[src/design/sgc_pkg.sv]
// shared types, constants and codes for the sobel gradient classifier
`timescale 1ns / 1ps

package sgc_pkg;

   localparam int MAX_WIDTH  = 2048;
   localparam int MAX_HEIGHT = 2048;
   localparam int COL_W      = $clog2(MAX_WIDTH);
   localparam int ROW_W      = $clog2(MAX_HEIGHT);

   localparam int SIZE_W     = 12;
   localparam int THRESH_W   = 21;
   localparam int CSR_IDX_W  = 2;
   localparam int CSR_DATA_W = 21;

   localparam int PIX_W      = 8;
   localparam int SUM_W      = 10;
   localparam int GRAD_W     = 11;
   localparam int ABS_W      = 10;
   localparam int SQ_W       = 2 * ABS_W;
   localparam int MAG_W      = 21;

   // floor(x / 3) for x up to 765 as (x * 683) >> 11
   localparam int GRAY_RECIP = 683;
   localparam int GRAY_SHIFT = 11;
   localparam int GRAY_PROD_W = SUM_W + GRAY_SHIFT;

   localparam int TAN_FRACTION_BITS = 24;
   localparam int TAN_W  = TAN_FRACTION_BITS + 2;
   localparam int PROD_W = TAN_W + ABS_W;
   localparam int YS_W   = ABS_W + TAN_FRACTION_BITS;
   localparam logic [63:0] SQRT2_FRAC_Q64 = 64'h6A09_E667_F3BC_C908;
   localparam logic [63:0] TAN_LOW_Q64 =
      (SQRT2_FRAC_Q64 + (64'd1 << (63 - TAN_FRACTION_BITS))) >> (64 - TAN_FRACTION_BITS);
   localparam logic [TAN_W-1:0] TAN_LOW  = TAN_W'(TAN_LOW_Q64);
   localparam logic [TAN_W-1:0] TAN_HIGH = TAN_LOW + (TAN_W'(2) << TAN_FRACTION_BITS);

   localparam int FIFO_DEPTH = 8;
   localparam int FIFO_AW    = $clog2(FIFO_DEPTH);
   localparam int FIFO_CNT_W = FIFO_AW + 1;

   localparam logic [SIZE_W-1:0]   RESET_WIDTH  = 12'd640;
   localparam logic [SIZE_W-1:0]   RESET_HEIGHT = 12'd480;
   localparam logic [THRESH_W-1:0] RESET_LOW    = 21'd1225;
   localparam logic [THRESH_W-1:0] RESET_HIGH   = 21'd122500;

   localparam logic [CSR_IDX_W-1:0] CSR_IMAGE_WIDTH    = 2'd0;
   localparam logic [CSR_IDX_W-1:0] CSR_IMAGE_HEIGHT   = 2'd1;
   localparam logic [CSR_IDX_W-1:0] CSR_LOW_THRESHOLD  = 2'd2;
   localparam logic [CSR_IDX_W-1:0] CSR_HIGH_THRESHOLD = 2'd3;

   localparam logic [1:0] CLS_NONE   = 2'd0;
   localparam logic [1:0] CLS_WEAK   = 2'd1;
   localparam logic [1:0] CLS_STRONG = 2'd2;

   localparam logic [1:0] DIR_0   = 2'd0;
   localparam logic [1:0] DIR_45  = 2'd1;
   localparam logic [1:0] DIR_90  = 2'd2;
   localparam logic [1:0] DIR_135 = 2'd3;

   typedef struct packed {
      logic             emit;
      logic             last;
      logic [ROW_W-1:0] row;
      logic [COL_W-1:0] col;
   } sgc_meta_type;

   typedef struct packed {
      logic [10:0]      center_row;
      logic [10:0]      center_col;
      logic [MAG_W-1:0] magnitude;
      logic [1:0]       edge_class;
      logic [1:0]       direction;
      logic             last;
   } sgc_result_type;

endpackage

[src/design/sgc_out_fifo.sv]
// result queue between the pipeline and the rsp channel
`timescale 1ns / 1ps

module sgc_out_fifo import sgc_pkg::*; (
   input  logic                  clock,
   input  logic                  reset,
   input  logic                  push,
   input  sgc_result_type        push_data,
   input  logic                  pop,
   output logic                  head_valid,
   output sgc_result_type        head_data,
   output logic [FIFO_CNT_W-1:0] count
);

   sgc_result_type        mem_ff [FIFO_DEPTH];
   logic [FIFO_AW-1:0]    wr_ptr_ff, rd_ptr_ff;
   logic [FIFO_CNT_W-1:0] count_ff, count_in;

   always_comb begin
      count_in = count_ff;
      if (push && !pop) begin
         count_in = count_ff + 1'b1;
      end else if (pop && !push) begin
         count_in = count_ff - 1'b1;
      end
   end

   always_ff @(posedge clock) begin
      if (push) begin
         mem_ff[wr_ptr_ff] <= push_data;
      end
   end

   always_ff @(posedge clock) begin
      if (reset) begin
         wr_ptr_ff <= '0;
         rd_ptr_ff <= '0;
         count_ff  <= '0;
      end else begin
         count_ff <= count_in;
         if (push) begin
            wr_ptr_ff <= wr_ptr_ff + 1'b1;
         end
         if (pop) begin
            rd_ptr_ff <= rd_ptr_ff + 1'b1;
         end
      end
   end

   assign head_valid = (count_ff != '0);
   assign head_data  = mem_ff[rd_ptr_ff];
   assign count      = count_ff;

endmodule

[config.mk]
export PLATFORM = sky130hd
export DESIGN_NAME = sgc_out_fifo
export DESIGN_NICKNAME = d
export VERILOG_FILES = /design/src/design/sgc_pkg.sv /design/src/design/sgc_out_fifo.sv
export SDC_FILE = /design/constraint.sdc
export NUM_CORES = 1
export LEC_CHECK = 0
export BUFFER_PORTS_ARGS = -buffer_cell sky130_fd_sc_hd__buf_2
export CAP_MARGIN = 20
export CORE_UTILIZATION = 23
export CTS_BUF_LIST = sky130_fd_sc_hd__clkbuf_4
export DETAILED_ROUTE_END_ITERATION = 8
export SLEW_MARGIN = 15
export SYNTH_ARGS = -nofsm -noshare
export SYNTH_HDL_FRONTEND = slang
export SYNTH_SLANG_ARGS = --single-unit
[constraint.sdc]
create_clock -name clock -period 8.4 [get_ports clock]
set_clock_uncertainty 0.1 [all_clocks]
set_input_delay 1.26 -clock clock [delete_from_list [all_inputs] [get_ports clock]]
set_output_delay 1.26 -clock clock [all_outputs]
set_load 0.02 [all_outputs]
==> flow_summary.toml <==
[status]
status = "finished clean"

[die]
fp.dieH_um = 259.2
core_um2 = 64930
core.rowCount = 93
io_pins = 105
chipWidth_um = 259.2
design.die.area_um2 = 67160
start_util = 0.2342

[clock_network]
cts_root_buf = "clkbuf_4"
htree_levels = 3
worstSkewPairLatency_ns = 0.75
cts_buffers = 105
ctsHoldBuffers = 0
clkTransAtPathRegs_ns = 0.06
ctsResizeCount = 0
post_cts_buffers = 0
cts.sinks = 397
clockBufferDepth = 3
cts_tree = "done"

[global_route]
busiest_layer = "met2"
grt_pass1_vias = 7846
track_usage = 0.09964
grt_pass1_wl_um = 48380
use_met3 = 0.02919
grt_max_degree = 53
antenna_found_initial = 4
overflow = 0
met1_usage = 0.1142
grt_util_met2 = 0.1728

[power_and_ir_drop]
power.share.clock = 0.389
peakVddDrop_uv = 118.2
power_density_nw_per_um2 = 240.3
seqPwrFrac = 0.517
switching_share = 0.2345
power_mw = 4.361
p_sw_mw = 1.022
internal-power_mw = 3.338
p_leak_nw = 5.887
combinationalPowerShare = 0.094

[drt]
first_iter_violations = 436
num_vias = 7033
routed_wl_um = 32770
avgRoutedWirePerCell_um = 18.63
drc = 0
first_pass_iters = 4
via_per_inst = 3.998
drtAntennaViolNets = 0

[hold_path]
hold_path.class = "flip-flop to flip-flop"

[placement]
gp_congestion = 0.6531
portBuffers = 104
dp_hpwl_um = 17170

[timing]
tns_ns = 0
slew_violations = 0
worst_slew_pin_slew_ns = 0.9895
period_needed_ns = 4.643
fmax_mhz = 215.4
setup_viol = 0
hold_viol_final = 0
max_slew_margin = 0.3388
rsz0062_at_grt = "false"
finalCritPeriodShare = 0.5528

[critical_path]
crit_chain = "buf_4, mux4_2, mux2_4, buf_2"
required_ns = 7.04
cpMaxStageDelayCell = "dfxtp_4"
crit_fanout = 52
worstSetupPathType = "flip-flop to output pin"
worstPathArrival_ns = 3.28
slowest_delay_ns = 0.82
cp-start-kind = "flip-flop"
crit_path_end_kind = "output pin"

[job]
max_cap_violations = 0

[layout]
final_cell_mix = "edfxtp_1 (384), clkbuf_4 (151), buf_2 (104), mux4_2 (93), mux2_4 (40)"
mostFrequentLayoutCell = "edfxtp_1"
nFillCells = 6468
fin_nets = 877
drive_gt1_frac = 0.4789
area_growth_syn_to_layout_pct = 19.29

[synthesis]
synth.net_count = 681
syn_avg_cell_area_um2 = 24.41
yosysWarnings = 0
synth_cell_type_count = 27
ys_ff_latch = 397
syn_inst = 623
ys_seq_area_frac = 0.7753
netlist_area_um2 = 15210
-- cells by family (layout without fill, tap and decap cells) --
family | after synthesis | after routing | share of synthesized area
simple gates | 31 | 31 | 0.008802
compound gates | 4 | 4 | 0.001563
other cells | 0 | 2 | 0
buf+inv | 31 | 310 | 0.01448
fa+ha+maj | 6 | 6 | 0.005429
xor+xnor | 6 | 6 | 0.003456
flops | 397 | 397 | 0.7753
mux | 148 | 148 | 0.1910
-- worst max-delay path: cells and delay by family (launching register included) --
kind                   cells  cell delay (ns)
buffers and inverters      2             0.93
flip-flops                 1             0.82
multiplexers               2             0.71
-- power groups by stage --
| stage | logic, mW | registers [mW] | clock network, mW |
|---|---|---|---|
| global placement | 0.415 | 2.30 | 0 |
| floorplan | 0.299 | 2.29 | 0 |
| finish | 0.410 | 2.26 | 1.69 |
| global route | 0.445 | 2.26 | 1.87 |
| detailed placement | 0.420 | 2.30 | 0 |
| CTS | 0.422 | 2.26 | 1.78 |
-- Yosys cell counts, drive strengths merged --
cell type | count | share of area
or4 | 1 | 0.00049
mux4 | 96 | 0.14
clkbuf | 11 | 0.0027
fa | 1 | 0.0013
a211oi | 1 | 0.00049
a21oi | 2 | 0.00066
nor3 | 2 | 0.00066
edfxtp | 384 | 0.76
mux2i | 3 | 0.0020
nor2 | 19 | 0.0047
nand3 | 1 | 0.00033
nor2b | 1 | 0.00041
xor2 | 3 | 0.0017
ha | 5 | 0.0041
inv | 2 | 0.00049
mux2 | 49 | 0.046
a31oi | 1 | 0.00041
nand2 | 4 | 0.00099
xnor2 | 3 | 0.0017
buf | 18 | 0.011
nand2b | 3 | 0.0012
dfxtp | 13 | 0.017
-- layout make-up --
type	count	area, um^2	share of cell area
Antenna cell	2	5.005	0.0002758
Clock inverter	39	246.5	0.01359
Clock buffer	151	1134	0.06248
Multi-Input combinational cell	195	3253	0.1793
Sequential cell	397	11800	0.6505
Tap cell	855	1070	0.05896
Inverter	2	7.507	0.0004138
Timing Repair Buffer	118	625.6	0.03448
-- per-layer routing --
layer  vias up  routed length (um)  part of all wire
met1      3670               13670              0.42
met5         -                  11           0.00034
met4         2                 860             0.026
met2       173               16650              0.51
li1       3109                   -                 -
met3        79                1571             0.048
-- final timing paths --
check	slack (ns)	endpoint	start	cells past startpoint
setup / recovery	3.76	head_data[43]	flip-flop	4
hold / removal	0.43	wr_ptr_ff[2]$_SDFFE_PP0P_	wr_ptr_ff[2]$_SDFFE_PP0P_	2
setup reg to reg	5.86	mem_ff[6][4]$_DFFE_PP_	wr_ptr_ff[1]$_SDFFE_PP0P_	3
hold reg to reg	0.43	wr_ptr_ff[2]$_SDFFE_PP0P_	wr_ptr_ff[2]$_SDFFE_PP0P_	2
-- flip-flops by register name (all words and copies together), names as in the netlist, named ones only --
signal and cells:
count 4, mem_ff 384, rd_ptr_ff 3, wr_ptr_ff 3
-- metrics by stage --
stage,setup WS (ns),cells,hold slack (ns),area (um^2),utilization
after floorplan,3.154,623,0.3847,15210,-
after global placement,4.433,1567,0.4128,16760,0.2581
after detailed placement,4.436,1567,0.4180,16760,0.2581
after CTS,3.493,1757,0.4330,18140,0.2794
after global routing,3.489,1759,0.4609,18140,0.2794
final,3.757,1759,0.4273,18140,0.2794
No activity file was read; power rests on OpenSTA's default activity.
