$ cat config.mk
export PLATFORM = sky130hd
export DESIGN_NAME = sgc_grad
export DESIGN_NICKNAME = d
export VERILOG_FILES = /design/src/design/sgc_pkg.sv /design/src/design/sgc_grad.sv
export SDC_FILE = /design/constraint.sdc
export NUM_CORES = 1
export LEC_CHECK = 0
export ABC_AREA = 1
export BUFFER_PORTS_ARGS = -buffer_cell sky130_fd_sc_hd__buf_4
export CAP_MARGIN = 20
export CORE_ASPECT_RATIO = 2
export CORE_MARGIN = 3
export CORE_UTILIZATION = 59
export CTS_BUF_LIST = sky130_fd_sc_hd__clkbuf_2
export CTS_CLUSTER_DIAMETER = 60
export DETAILED_ROUTE_END_ITERATION = 8
export PLACE_DENSITY = 0.79
export SYNTH_ARGS = -nofsm -noshare
export SYNTH_HDL_FRONTEND = slang
export SYNTH_SLANG_ARGS = --single-unit
$ cat constraint.sdc
create_clock -name clock -period 12.2 [get_ports clock]
set_input_delay 1.22 -clock clock [delete_from_list [all_inputs] [get_ports clock]]
set_output_delay 1.22 -clock clock [all_outputs]
set_load 0.005 [all_outputs]
$ cat src/design/sgc_pkg.sv
// shared types, constants and codes for the sobel gradient classifier
`timescale 1ns / 1ps

package sgc_pkg;

   localparam int MAX_WIDTH  = 2048;
   localparam int MAX_HEIGHT = 2048;
   localparam int COL_W      = $clog2(MAX_WIDTH);
   localparam int ROW_W      = $clog2(MAX_HEIGHT);

   localparam int SIZE_W     = 12;
   localparam int THRESH_W   = 21;
   localparam int CSR_IDX_W  = 2;
   localparam int CSR_DATA_W = 21;

   localparam int PIX_W      = 8;
   localparam int SUM_W      = 10;
   localparam int GRAD_W     = 11;
   localparam int ABS_W      = 10;
   localparam int SQ_W       = 2 * ABS_W;
   localparam int MAG_W      = 21;

   // floor(x / 3) for x up to 765 as (x * 683) >> 11
   localparam int GRAY_RECIP = 683;
   localparam int GRAY_SHIFT = 11;
   localparam int GRAY_PROD_W = SUM_W + GRAY_SHIFT;

   localparam int TAN_FRACTION_BITS = 24;
   localparam int TAN_W  = TAN_FRACTION_BITS + 2;
   localparam int PROD_W = TAN_W + ABS_W;
   localparam int YS_W   = ABS_W + TAN_FRACTION_BITS;
   localparam logic [63:0] SQRT2_FRAC_Q64 = 64'h6A09_E667_F3BC_C908;
   localparam logic [63:0] TAN_LOW_Q64 =
      (SQRT2_FRAC_Q64 + (64'd1 << (63 - TAN_FRACTION_BITS))) >> (64 - TAN_FRACTION_BITS);
   localparam logic [TAN_W-1:0] TAN_LOW  = TAN_W'(TAN_LOW_Q64);
   localparam logic [TAN_W-1:0] TAN_HIGH = TAN_LOW + (TAN_W'(2) << TAN_FRACTION_BITS);

   localparam int FIFO_DEPTH = 8;
   localparam int FIFO_AW    = $clog2(FIFO_DEPTH);
   localparam int FIFO_CNT_W = FIFO_AW + 1;

   localparam logic [SIZE_W-1:0]   RESET_WIDTH  = 12'd640;
   localparam logic [SIZE_W-1:0]   RESET_HEIGHT = 12'd480;
   localparam logic [THRESH_W-1:0] RESET_LOW    = 21'd1225;
   localparam logic [THRESH_W-1:0] RESET_HIGH   = 21'd122500;

   localparam logic [CSR_IDX_W-1:0] CSR_IMAGE_WIDTH    = 2'd0;
   localparam logic [CSR_IDX_W-1:0] CSR_IMAGE_HEIGHT   = 2'd1;
   localparam logic [CSR_IDX_W-1:0] CSR_LOW_THRESHOLD  = 2'd2;
   localparam logic [CSR_IDX_W-1:0] CSR_HIGH_THRESHOLD = 2'd3;

   localparam logic [1:0] CLS_NONE   = 2'd0;
   localparam logic [1:0] CLS_WEAK   = 2'd1;
   localparam logic [1:0] CLS_STRONG = 2'd2;

   localparam logic [1:0] DIR_0   = 2'd0;
   localparam logic [1:0] DIR_45  = 2'd1;
   localparam logic [1:0] DIR_90  = 2'd2;
   localparam logic [1:0] DIR_135 = 2'd3;

   typedef struct packed {
      logic             emit;
      logic             last;
      logic [ROW_W-1:0] row;
      logic [COL_W-1:0] col;
   } sgc_meta_type;

   typedef struct packed {
      logic [10:0]      center_row;
      logic [10:0]      center_col;
      logic [MAG_W-1:0] magnitude;
      logic [1:0]       edge_class;
      logic [1:0]       direction;
      logic             last;
   } sgc_result_type;

endpackage

$ cat src/design/sgc_grad.sv
// squared magnitude, threshold class and folded direction in two stages
`timescale 1ns / 1ps

module sgc_grad import sgc_pkg::*; (
   input  logic                     clock,
   input  logic                     reset,
   input  logic                     in_valid,
   input  sgc_meta_type             in_meta,
   input  logic signed [GRAD_W-1:0] in_gx,
   input  logic signed [GRAD_W-1:0] in_gy,
   input  logic [THRESH_W-1:0]      low_threshold,
   input  logic [THRESH_W-1:0]      high_threshold,
   output logic                     mid_valid,
   output logic                     out_valid,
   output sgc_result_type           out_result
);

   logic signed [GRAD_W-1:0] gxf;
   logic [ABS_W-1:0]  ax, ay;

   logic              s1_valid_ff;
   sgc_meta_type      s1_meta_ff;
   logic [SQ_W-1:0]   sqx_ff, sqy_ff;
   logic [PROD_W-1:0] p1_ff, p2_ff;
   logic [ABS_W-1:0]  ay_ff;
   logic              gy_zero_ff, gx_pos_ff, gx_zero_ff;

   logic [MAG_W-1:0]  mag;
   logic [PROD_W-1:0] ys;
   logic [1:0]        cls, dir;

   logic              out_valid_ff;
   sgc_result_type    out_result_ff;

   // fold into the upper half plane: negate both when gy is negative
   always_comb begin
      gxf = in_gy[GRAD_W-1] ? -in_gx : in_gx;
      ax  = gxf[GRAD_W-1] ? ABS_W'(-gxf) : ABS_W'(gxf);
      ay  = in_gy[GRAD_W-1] ? ABS_W'(-in_gy) : ABS_W'(in_gy);
   end

   always_ff @(posedge clock) begin
      s1_meta_ff <= in_meta;
      sqx_ff     <= ax * ax;
      sqy_ff     <= ay * ay;
      p1_ff      <= TAN_LOW * ax;
      p2_ff      <= TAN_HIGH * ax;
      ay_ff      <= ay;
      gy_zero_ff <= (in_gy == '0);
      gx_pos_ff  <= !gxf[GRAD_W-1] && (gxf != '0);
      gx_zero_ff <= (gxf == '0);
   end

   always_comb begin
      mag = MAG_W'(sqx_ff) + MAG_W'(sqy_ff);
      if (mag > high_threshold) begin
         cls = CLS_STRONG;
      end else if (mag > low_threshold) begin
         cls = CLS_WEAK;
      end else begin
         cls = CLS_NONE;
      end
   end

   always_comb begin
      ys = PROD_W'({ay_ff, {TAN_FRACTION_BITS{1'b0}}});
      if (gy_zero_ff) begin
         dir = DIR_0;
      end else if (gx_pos_ff) begin
         if (ys <= p1_ff) begin
            dir = DIR_0;
         end else if (ys <= p2_ff) begin
            dir = DIR_45;
         end else begin
            dir = DIR_90;
         end
      end else if (gx_zero_ff) begin
         dir = DIR_90;
      end else if (ys >= p2_ff) begin
         dir = DIR_90;
      end else if (ys >= p1_ff) begin
         dir = DIR_135;
      end else begin
         dir = DIR_0;
      end
   end

   always_ff @(posedge clock) begin
      out_result_ff.center_row <= s1_meta_ff.row;
      out_result_ff.center_col <= s1_meta_ff.col;
      out_result_ff.magnitude  <= mag;
      out_result_ff.edge_class <= cls;
      out_result_ff.direction  <= dir;
      out_result_ff.last       <= s1_meta_ff.last;
   end

   always_ff @(posedge clock) begin
      if (reset) begin
         s1_valid_ff  <= 1'b0;
         out_valid_ff <= 1'b0;
      end else begin
         s1_valid_ff  <= in_valid;
         out_valid_ff <= s1_valid_ff;
      end
   end

   assign mid_valid  = s1_valid_ff;
   assign out_valid  = out_valid_ff;
   assign out_result = out_result_ff;

endmodule

==> impl_metrics.tcl <==
set metrics [dict create \
    critPathCaptureType "flip-flop" \
    postCtsSetupRepairBufs 0 \
    syn-cell-area_um2 16700 \
    vias 13800 \
    via_per_inst 5.52 \
    min-delay-path-class "flip-flop to flip-flop" \
    post_cts_resized 0 \
    synth_top_area_share_pct 23.9 \
    required_ns 13.04 \
    root_buffer "clkbuf_2" \
    antenna_found_initial 1 \
    yosysWarnings 0 \
    critPathMaxStageDelay_ns 0.67 \
    syn_inst 1981 \
    syn_nets 2538 \
    hpwl_um 37900 \
    cts_inserted_buffers 17 \
    regArea_um2 3300 \
    synth.top_cells.by_count "422 x inv_1, 319 x ha_1, 249 x nand2_1" \
    hold_buffers 0 \
    syn_area_per_cell_um2 8.44 \
    detail_route.wl_per_cell_um 17.7 \
    yosysTopAreaCell "ha_1" \
    tightest_slew_ns 1.12 \
    synth-seq-area-share_pct 19.8 \
    drc_errors 0 \
    synthToLayoutAreaGrowth_pct 10.2 \
    clock_sinks 165 \
    die_w_um 125 \
    grt_setup_unrepaired "no" \
    setup_viol 0 \
    criticalPathCategory "primary input to flip-flop" \
    clkTransAtPathRegs_ns 0.29 \
    worst_skew_pair.late_latency_ns 0.88 \
    placementRows 86 \
    met3WireLength_um 1800 \
    hold_viol 0 \
    ios 141 \
    slew_viol_final 0 \
    fin_nets 2689 \
    utilization_pct 66.3 \
    status "finished, final reports clean" \
    overflow 0 \
    wl_met1_um 13500 \
    yosysUniqueCellTypes 59 \
    htree_levels 4 \
    clockBufferDepth 2 \
    wl_met2_um 24000 \
    grt_pass1_vias 15000 \
    place_congestion 1.03 \
    period_needed_ns 7.86 \
    nFillCells 2316 \
    cts_tree "done" \
    initial_core_util_pct 60.2 \
    fin_crit_sh_pct 64.4 \
    path_max_fanout 17 \
    grt_start_max_net_pins 21 \
    final.setup.tns_ns 0 \
    start_kind "primary input" \
    synth-edff-count 0 \
    worst_clock_skew_ns 0.0325 \
    core_area_um2 27800 \
    die_area_um2 30500 \
    drive_gt1_share_pct 10.6 \
    drt-initial-drc-count 655 \
    cp_common_cell "inv_1" \
    multi_input_area_um2 11700 \
    cp_slowest_cell "fa_1" \
    die_h_um 244 \
    max_freq_ghz 0.127 \
    synthTopCellsByArea "ha_1 24%, dfxtp_1 20%, fa_1 18%" \
    grtUsageTotal_pct 29.3 \
    drv_cap 0 \
    yosysMostFrequentCell "inv_1" \
    final_antenna_net_count 0 \
    portBuffers 139 \
    ys.flop_type "dfxtp_1" \
    drt_wl_total_um 44100 \
    slew_headroom_pct 25.4 \
    worstPathArrival_ns 8.70 \
    async_flop_share_pct 0 \
    dr.pass1.iters 8 \
    top_layer_used "met4" \
    grt_first_pass_wirelength_um 70300 \
    ys_ff_latch 165 \
]
## state kept, by name (all words and copies together) (netlist names), 8 cells and up
register,cells
p2_ff,34
out_result,48
ay_ff,10
s1_meta_ff,23
sqy_ff,18
sqx_ff,19
p1_ff,8
## cell type report
type	count	area share [%]
inverter	430	8.76
sequential	165	17.9
tap	352	2.39
timing repair buffer	141	5.75
clock buffer	17	0.462
antenna	1	0.0136
clock inverter	15	0.897
multi-input combinational	1377	63.8
## critical path, delay by kind of cell
| kind | cells | cell delay, ns |
|---|---|---|
| adder cells (fa/ha/maj) | 7 | 3.20 |
| XOR/XNOR | 1 | 0.11 |
| buffers and inverters | 9 | 1.32 |
| AND/OR/NAND/NOR | 13 | 2.12 |
| AO/OA/AOI/OAI | 3 | 0.65 |
## cell families after synthesis
| logic type | Yosys count | share of synthesized area [%] |
|---|---|---|
| XOR/XNOR | 107 | 5.74 |
| AND/OR/NAND/NOR | 561 | 14.6 |
| flip-flops | 165 | 19.8 |
| adder cells (fa/ha/maj) | 466 | 41.5 |
| AO/OA/AOI/OAI | 243 | 8.43 |
| buffers and inverters | 439 | 9.98 |
## path summary, 6_finish.rpt
path                            cells past startpoint      startpoint        endpoint  slack, ns
worst min register to register                      0  s1_meta_ff[20]  out_result[46]       0.32
worst min-delay path                                0  s1_meta_ff[20]  out_result[46]       0.32
worst max register to register                     16       sqx_ff[3]   out_result[3]       8.57
worst max-delay path                               33        in_gx[0]       p2_ff[35]       4.34
## placed cells by master (no fill, tap or decap), types with 3 or more instances in the layout
cell type and count:
o21bai_1 3, nor3_1 32, clkinv_8 4, nand2_2 19
nor2_1 153, o2111ai_1 5, nand3_2 3, a21oi_1 124
o21ai_0 46, ha_1 319, o21a_1 5, a21o_1 12
xor2_1 80, nand3b_1 4, o21ai_1 5, nand4_1 21
a211oi_1 3, nand3_1 56, inv_1 422, inv_6 3
inv_8 3, or2_2 8, inv_2 6, nor2_2 3
dfxtp_1 165, buf_4 141, nand2_1 249, fa_1 147
o31ai_1 9, xnor2_1 24, clkbuf_2 17, a31oi_1 6
clkinv_4 4, o211ai_1 6
## layer usage
| metal | vias to the layer above | GRT usage [%] |
|---|---|---|
| met3 | 231 | 5.05 |
| met2 | 439 | 56.8 |
| li1 | 6632 | - |
| met4 | 0 | 27.0 |
| met1 | 6499 | 23.9 |
| met5 | - | 0 |
## per-stage QoR
stage | worst slack [ns] | std cells | instance area, um2 | hold WS (ns)
after floorplan | 5.18 | 1981 | 16700 | 0.310
after global placement | 3.56 | 2465 | 18200 | 0.310
after detailed placement | 3.42 | 2465 | 18200 | 0.312
after CTS | 4.39 | 2497 | 18400 | 0.325
after global routing | 3.87 | 2498 | 18400 | 0.316
final | 4.34 | 2498 | 18400 | 0.323
Power is left out: the tool's default activity adds up to more than one toggle a clock period on the data nets, which glitch-free logic cannot reach.
