[src/design/sgc_pkg.sv]
// shared types, constants and codes for the sobel gradient classifier
`timescale 1ns / 1ps

package sgc_pkg;

   localparam int MAX_WIDTH  = 2048;
   localparam int MAX_HEIGHT = 2048;
   localparam int COL_W      = $clog2(MAX_WIDTH);
   localparam int ROW_W      = $clog2(MAX_HEIGHT);

   localparam int SIZE_W     = 12;
   localparam int THRESH_W   = 21;
   localparam int CSR_IDX_W  = 2;
   localparam int CSR_DATA_W = 21;

   localparam int PIX_W      = 8;
   localparam int SUM_W      = 10;
   localparam int GRAD_W     = 11;
   localparam int ABS_W      = 10;
   localparam int SQ_W       = 2 * ABS_W;
   localparam int MAG_W      = 21;

   // floor(x / 3) for x up to 765 as (x * 683) >> 11
   localparam int GRAY_RECIP = 683;
   localparam int GRAY_SHIFT = 11;
   localparam int GRAY_PROD_W = SUM_W + GRAY_SHIFT;

   localparam int TAN_FRACTION_BITS = 24;
   localparam int TAN_W  = TAN_FRACTION_BITS + 2;
   localparam int PROD_W = TAN_W + ABS_W;
   localparam int YS_W   = ABS_W + TAN_FRACTION_BITS;
   localparam logic [63:0] SQRT2_FRAC_Q64 = 64'h6A09_E667_F3BC_C908;
   localparam logic [63:0] TAN_LOW_Q64 =
      (SQRT2_FRAC_Q64 + (64'd1 << (63 - TAN_FRACTION_BITS))) >> (64 - TAN_FRACTION_BITS);
   localparam logic [TAN_W-1:0] TAN_LOW  = TAN_W'(TAN_LOW_Q64);
   localparam logic [TAN_W-1:0] TAN_HIGH = TAN_LOW + (TAN_W'(2) << TAN_FRACTION_BITS);

   localparam int FIFO_DEPTH = 8;
   localparam int FIFO_AW    = $clog2(FIFO_DEPTH);
   localparam int FIFO_CNT_W = FIFO_AW + 1;

   localparam logic [SIZE_W-1:0]   RESET_WIDTH  = 12'd640;
   localparam logic [SIZE_W-1:0]   RESET_HEIGHT = 12'd480;
   localparam logic [THRESH_W-1:0] RESET_LOW    = 21'd1225;
   localparam logic [THRESH_W-1:0] RESET_HIGH   = 21'd122500;

   localparam logic [CSR_IDX_W-1:0] CSR_IMAGE_WIDTH    = 2'd0;
   localparam logic [CSR_IDX_W-1:0] CSR_IMAGE_HEIGHT   = 2'd1;
   localparam logic [CSR_IDX_W-1:0] CSR_LOW_THRESHOLD  = 2'd2;
   localparam logic [CSR_IDX_W-1:0] CSR_HIGH_THRESHOLD = 2'd3;

   localparam logic [1:0] CLS_NONE   = 2'd0;
   localparam logic [1:0] CLS_WEAK   = 2'd1;
   localparam logic [1:0] CLS_STRONG = 2'd2;

   localparam logic [1:0] DIR_0   = 2'd0;
   localparam logic [1:0] DIR_45  = 2'd1;
   localparam logic [1:0] DIR_90  = 2'd2;
   localparam logic [1:0] DIR_135 = 2'd3;

   typedef struct packed {
      logic             emit;
      logic             last;
      logic [ROW_W-1:0] row;
      logic [COL_W-1:0] col;
   } sgc_meta_type;

   typedef struct packed {
      logic [10:0]      center_row;
      logic [10:0]      center_col;
      logic [MAG_W-1:0] magnitude;
      logic [1:0]       edge_class;
      logic [1:0]       direction;
      logic             last;
   } sgc_result_type;

endpackage

[src/design/sgc_window.sv]
// 3x3 gray window fed from the line store, sobel gx and gy
`timescale 1ns / 1ps

module sgc_window import sgc_pkg::*; (
   input  logic                     clock,
   input  logic                     reset,
   input  logic                     in_valid,
   input  sgc_meta_type             in_meta,
   input  logic [PIX_W-1:0]         in_gray,
   input  logic                     in_bank,
   input  logic [PIX_W-1:0]         bank0_data,
   input  logic [PIX_W-1:0]         bank1_data,
   output logic                     out_valid,
   output sgc_meta_type             out_meta,
   output logic signed [GRAD_W-1:0] out_gx,
   output logic signed [GRAD_W-1:0] out_gy
);

   logic [PIX_W-1:0] win_ff [3][3];
   logic [PIX_W-1:0] win_in [3][3];
   logic [PIX_W-1:0] older, newer;
   logic [SUM_W-1:0] sum_right, sum_left, sum_low, sum_up;
   logic             out_valid_ff;
   sgc_meta_type     out_meta_ff;
   logic signed [GRAD_W-1:0] gx_ff, gy_ff, gx_in, gy_in;

   // the bank being written holds the row two above, the other one the row above
   assign older = in_bank ? bank1_data : bank0_data;
   assign newer = in_bank ? bank0_data : bank1_data;

   always_comb begin
      for (int k = 0; k < 3; k++) begin
         win_in[k][0] = win_ff[k][1];
         win_in[k][1] = win_ff[k][2];
      end
      win_in[0][2] = older;
      win_in[1][2] = newer;
      win_in[2][2] = in_gray;
   end

   always_comb begin
      sum_right = SUM_W'(win_in[0][2]) + (SUM_W'(win_in[1][2]) << 1) + SUM_W'(win_in[2][2]);
      sum_left  = SUM_W'(win_in[0][0]) + (SUM_W'(win_in[1][0]) << 1) + SUM_W'(win_in[2][0]);
      sum_low   = SUM_W'(win_in[2][0]) + (SUM_W'(win_in[2][1]) << 1) + SUM_W'(win_in[2][2]);
      sum_up    = SUM_W'(win_in[0][0]) + (SUM_W'(win_in[0][1]) << 1) + SUM_W'(win_in[0][2]);
      gx_in = $signed({1'b0, sum_right}) - $signed({1'b0, sum_left});
      gy_in = $signed({1'b0, sum_low}) - $signed({1'b0, sum_up});
   end

   always_ff @(posedge clock) begin
      if (reset) begin
         out_valid_ff <= 1'b0;
         for (int k = 0; k < 3; k++) begin
            for (int j = 0; j < 3; j++) begin
               win_ff[k][j] <= '0;
            end
         end
      end else begin
         out_valid_ff <= in_valid && in_meta.emit;
         if (in_valid) begin
            win_ff <= win_in;
         end
      end
   end

   always_ff @(posedge clock) begin
      out_meta_ff <= in_meta;
      gx_ff       <= gx_in;
      gy_ff       <= gy_in;
   end

   assign out_valid = out_valid_ff;
   assign out_meta  = out_meta_ff;
   assign out_gx    = gx_ff;
   assign out_gy    = gy_ff;

endmodule

[config.mk]
export PLATFORM = sky130hd
export DESIGN_NAME = sgc_window
export DESIGN_NICKNAME = d
export VERILOG_FILES = /design/src/design/sgc_pkg.sv /design/src/design/sgc_window.sv
export SDC_FILE = /design/constraint.sdc
export NUM_CORES = 1
export LEC_CHECK = 0
export ABC_AREA = 1
export BUFFER_PORTS_ARGS = -buffer_cell sky130_fd_sc_hd__clkbuf_2
export CAP_MARGIN = 10
export CORE_ASPECT_RATIO = 0.9
export CORE_MARGIN = 10
export CORE_UTILIZATION = 50
export DETAILED_ROUTE_END_ITERATION = 8
export PLACE_DENSITY = 0.79
export SLEW_MARGIN = 20
export SYNTH_ARGS = -nofsm -noshare
export SYNTH_HDL_FRONTEND = slang
export SYNTH_SLANG_ARGS = --single-unit
[constraint.sdc]
create_clock -name clock -period 5.5 [get_ports clock]
set_clock_uncertainty 0.2 [all_clocks]
set_input_delay 1.1 -clock clock [delete_from_list [all_inputs] [get_ports clock]]
set_output_delay 1.1 -clock clock [all_outputs]
set_load 0.03 [all_outputs]
==> flow_summary.rst <==
.. list-table::
   :header-rows: 1

   * - Metric
     - Value
   * - Pre-antenna DRT Iters
     - 4
   * - Critical path class
     - primary input to flip-flop
   * - Proportion of synthesized flip-flops having asynchronous set or reset
     - 0%
   * - Power density relative to cell area
     - 497 mW/mm^2
   * - Number of fillers in the final layout
     - 923
   * - Final routed DRC violation total
     - 0
   * - Final core utilization
     - 58.7%
   * - Placement Setup Slack
     - 723 ps
   * - Final WL
     - 11100 microns
   * - Starting density of the core
     - 50.8%
   * - Count of final setup violators
     - 0
   * - Violation count after the first detailed-route iteration
     - 216
   * - Run status
     - completed
   * - Most used standard cell by instance count after synthesis
     - inv_1
   * - Worst path setup slack after routing
     - 1080 ps
   * - Final TNS setup
     - 0 ps
   * - Maximum level of the CTS H-tree
     - 3
   * - Achievable frequency
     - 0.226 GHz
   * - Multi-input gate area
     - 0.00272 sq mm
   * - Crit start category
     - primary input
   * - Total inserted antenna cells
     - 0
   * - Syn Std Cell Area
     - 0.00546 sq mm
   * - Design area
     - 0.00632 sq mm
   * - Count of buffer and inverter cells on the critical path
     - 5
   * - Area of placed instances
     - 0.00602 sq mm
   * - MaxCap Viol Count
     - 0
   * - Boundary pin count
     - 99
   * - Cell type of the slowest stage on the worst timing path
     - fa_1
   * - Buffers inserted by post-CTS timing repair
     - 0
   * - Flip-flop and latch count after synthesis
     - 95
   * - Area leader, netlist
     - dfxtp_1
   * - Total gr overflow
     - 0
   * - Cell type group with the largest total delay on the critical path
     - adder cells
   * - Number of enable flip-flop cells after synthesis
     - 0
   * - Proportion of layout cells with a drive suffix above 1
     - 16.0%
   * - Largest cells by area after synthesis
     - dfxtp_1 35%, fa_1 23%, inv_1 13%
   * - Antenna violations before repair
     - 0
   * - CTS clock-pin slew for the worst setup and hold paths
     - 60 ps
   * - Sequential cell area in the final layout
     - 0.00190 sq mm
   * - Adder-cell area share of the yosys netlist
     - 28.2%
   * - Fin. Hold Viols
     - 0
   * - Net Count, Synth
     - 771
   * - Std-Cell Rows
     - 36
   * - Root Buffer
     - clkbuf_16
   * - Placeable core area
     - 0.0108 sq mm
   * - Nature of the critical path endpoint
     - flip-flop
   * - Count of nets after finishing
     - 863
   * - Synthesized-area fraction occupied by ao, oa, aoi and oai cells
     - 9.98%
   * - PortBufs
     - 98
   * - Top cells by instance count after synthesis
     - 196 x inv_1, 95 x dfxtp_1, 81 x nand2_1
   * - Final weighted congestion in routability-driven placement
     - 0.935
   * - Area share of the largest cell type after synthesis
     - 34.8%
   * - Count of hold buffers inserted by post-cts repair
     - 0
   * - Instance count of the mapped netlist
     - 633
   * - Detailed placement HPWL
     - 8690 microns
   * - Worst Path Arrival
     - 4460 ps
   * - Number of buffers created by CTS
     - 9
   * - Largest net degree at the start of global routing
     - 67
   * - Num Clock Sinks
     - 95
   * - Chain of cells forming the critical path
     - clkbuf_2 -> o21ai_0 -> inv_1 -> fa_1 -> inv_1 -> fa_1 -> inv_1 -> fa_1 -> fa_1 -> inv_1 -> nand2_1 -> nand2_1 -> nand3_1 -> nand3_1 -> nand2_1
   * - Clock tree from TritonCTS
     - done
   * - CP Data Required Time
     - 5540 ps
   * - Final critical-path required period
     - 4420 ps
   * - Overall routing resource usage
     - 14.9%
   * - First-pass GRT wire length
     - 18600 microns
   * - Average wire length per cell after detail routing
     - 12.9 microns
   * - Avg Inst Size Synth
     - 8.63 sq um
   * - RSZ-0062 raised after global routing
     - no
   * - Worst slew margin relative to its limit
     - 30.3%
   * - Area growth syn-to-layout
     - 15.6%
   * - Yosys warnings
     - 0
   * - Placed instance count
     - 847
   * - Most used DFF post-synth
     - dfxtp_1
   * - Period utilization
     - 80.4%
   * - Type of the worst min-delay path
     - flip-flop to flip-flop
   * - Clock latency reported for the late side of the worst-skew pair
     - 350 ps
   * - Multiplexer share of the synthesized area
     - 0%
   * - Chip Height
     - 119 microns
   * - Maximum fanout encountered on the critical timing path
     - 32
   * - Sequential area share after synthesis
     - 34.8%
   * - Largest stage delay, worst path
     - 520 ps
   * - Number of routed nets with antenna violations
     - 0
   * - Reg2reg setup slack
     - 2100 ps
   * - Pins over their slew limit
     - 0
   * - Post-DR vias/cell
     - 4.67
   * - Dominant combinational cell family by area after synthesis
     - adder cells
   * - Synth Area in XOR/XNOR
     - 0.962%
   * - Via count
     - 4034
   * - Total Die Area
     - 0.0155 sq mm
   * - Pin slew with the least headroom to its limit
     - 1050 ps
   * - Pleak
     - 3.37 nW
   * - VDD IR max
     - 0.000277 V
   * - Share of synthesized cell area in and, or, nand and nor gates
     - 10.5%
   * - CTS resizes
     - 0
   * - Maximum root-to-sink buffer count
     - 2
   * - Number of distinct library cells after synthesis
     - 23
   * - Number of non-filler instances in the completed layout
     - 863
   * - Via count of the first global-routing pass
     - 4115
   * - Die boundary width
     - 130 microns
-- placed cells by master, fill, tap and decap left out --
master      netlist  final
dfxtp_1          95     95
a211oi_1         32     32
inv_6             0      1
xnor2_1           6      6
clkbuf_2          1     98
o21a_1            7      7
fa_1             62     62
nor2_1           41     41
inv_1           196    196
bufinv_16         0      1
a21oi_1          24     24
o21ai_0          15     15
o21ai_2           2      2
clkbuf_16         0      9
clkinv_4          0      1
nand3_1          16     16
ha_1             24     24
nand2_1          81     81
nor3_1            2      2
buf_4             3      1
clkbuf_1          3      2
clkinvlp_4        0      1
o21ai_1           8      8
inv_8             0      1
or2_2             2      2
nand3b_1          2      2
-- power by group --
| group | switching (W) | total, W | internal (W) | leakage (nW) |
|---|---|---|---|---|
| clock network | 0.000267 | 0.000625 | 0.000358 | 0.142 |
| registers | 0.0000336 | 0.000859 | 0.000826 | 0.795 |
| logic | 0.00105 | 0.00166 | 0.000610 | 2.43 |
| total | 0.00135 | 0.00314 | 0.00179 | 3.37 |
-- path summary, 6_finish.rpt --
check	from	to	depth (start not counted)
max	in_bank	out_gx[9]	15
min	win_ff[30]	win_ff[38]	2
max reg2reg	win_ff[8]	out_gy[9]	16
min reg2reg	win_ff[30]	win_ff[38]	2
-- cell type report --
class / instances / share of cell area (%)
multi-input cells: 324 / 43.0
repair buffers: 99 / 7.88
clock inverters: 5 / 1.05
clock buffers: 11 / 3.68
inverters: 196 / 11.6
flip-flops and latches: 95 / 30.1
well taps: 133 / 2.63
-- worst min-delay path, delay by kind of cell, from the launching register on --
kind / cells / cell delay, ps
buffers and inverters: 1 / 60
flip-flops: 1 / 290
AO/OA/AOI/OAI: 1 / 60
-- cell families after synthesis --
kind of cell / count (synthesis)
AOI/OAI and AO/OA: 88
adders and majority gates: 86
xor gates and xnor gates: 6
DFF: 95
and+or+nand+nor: 144
buffers and inverters: 214
-- through the flow --
step	total power, W	hold WS (ps)
after global placement	0.00246	243
after CTS	0.00317	265
after floorplan	0.00215	236
final	0.00314	265
after detailed placement	0.00253	257
after global routing	0.00343	296
-- state kept, by name (all words and copies together), names as in the netlist --
name,cells
win_ff,48
out_meta,24
out_gy,11
out_gx,11
out_valid,1
-- layer usage --
layer | vias up | wire length, microns | GRT usage [%]
met5 | - | 0 | 0
met4 | 0 | 151 | 4.63
met3 | 12 | 628 | 4.97
met2 | 100 | 5920 | 26.3
met1 | 1872 | 4400 | 16.4
li1 | 2050 | - | -
Note: power is estimated with default switching activity, not from simulation.
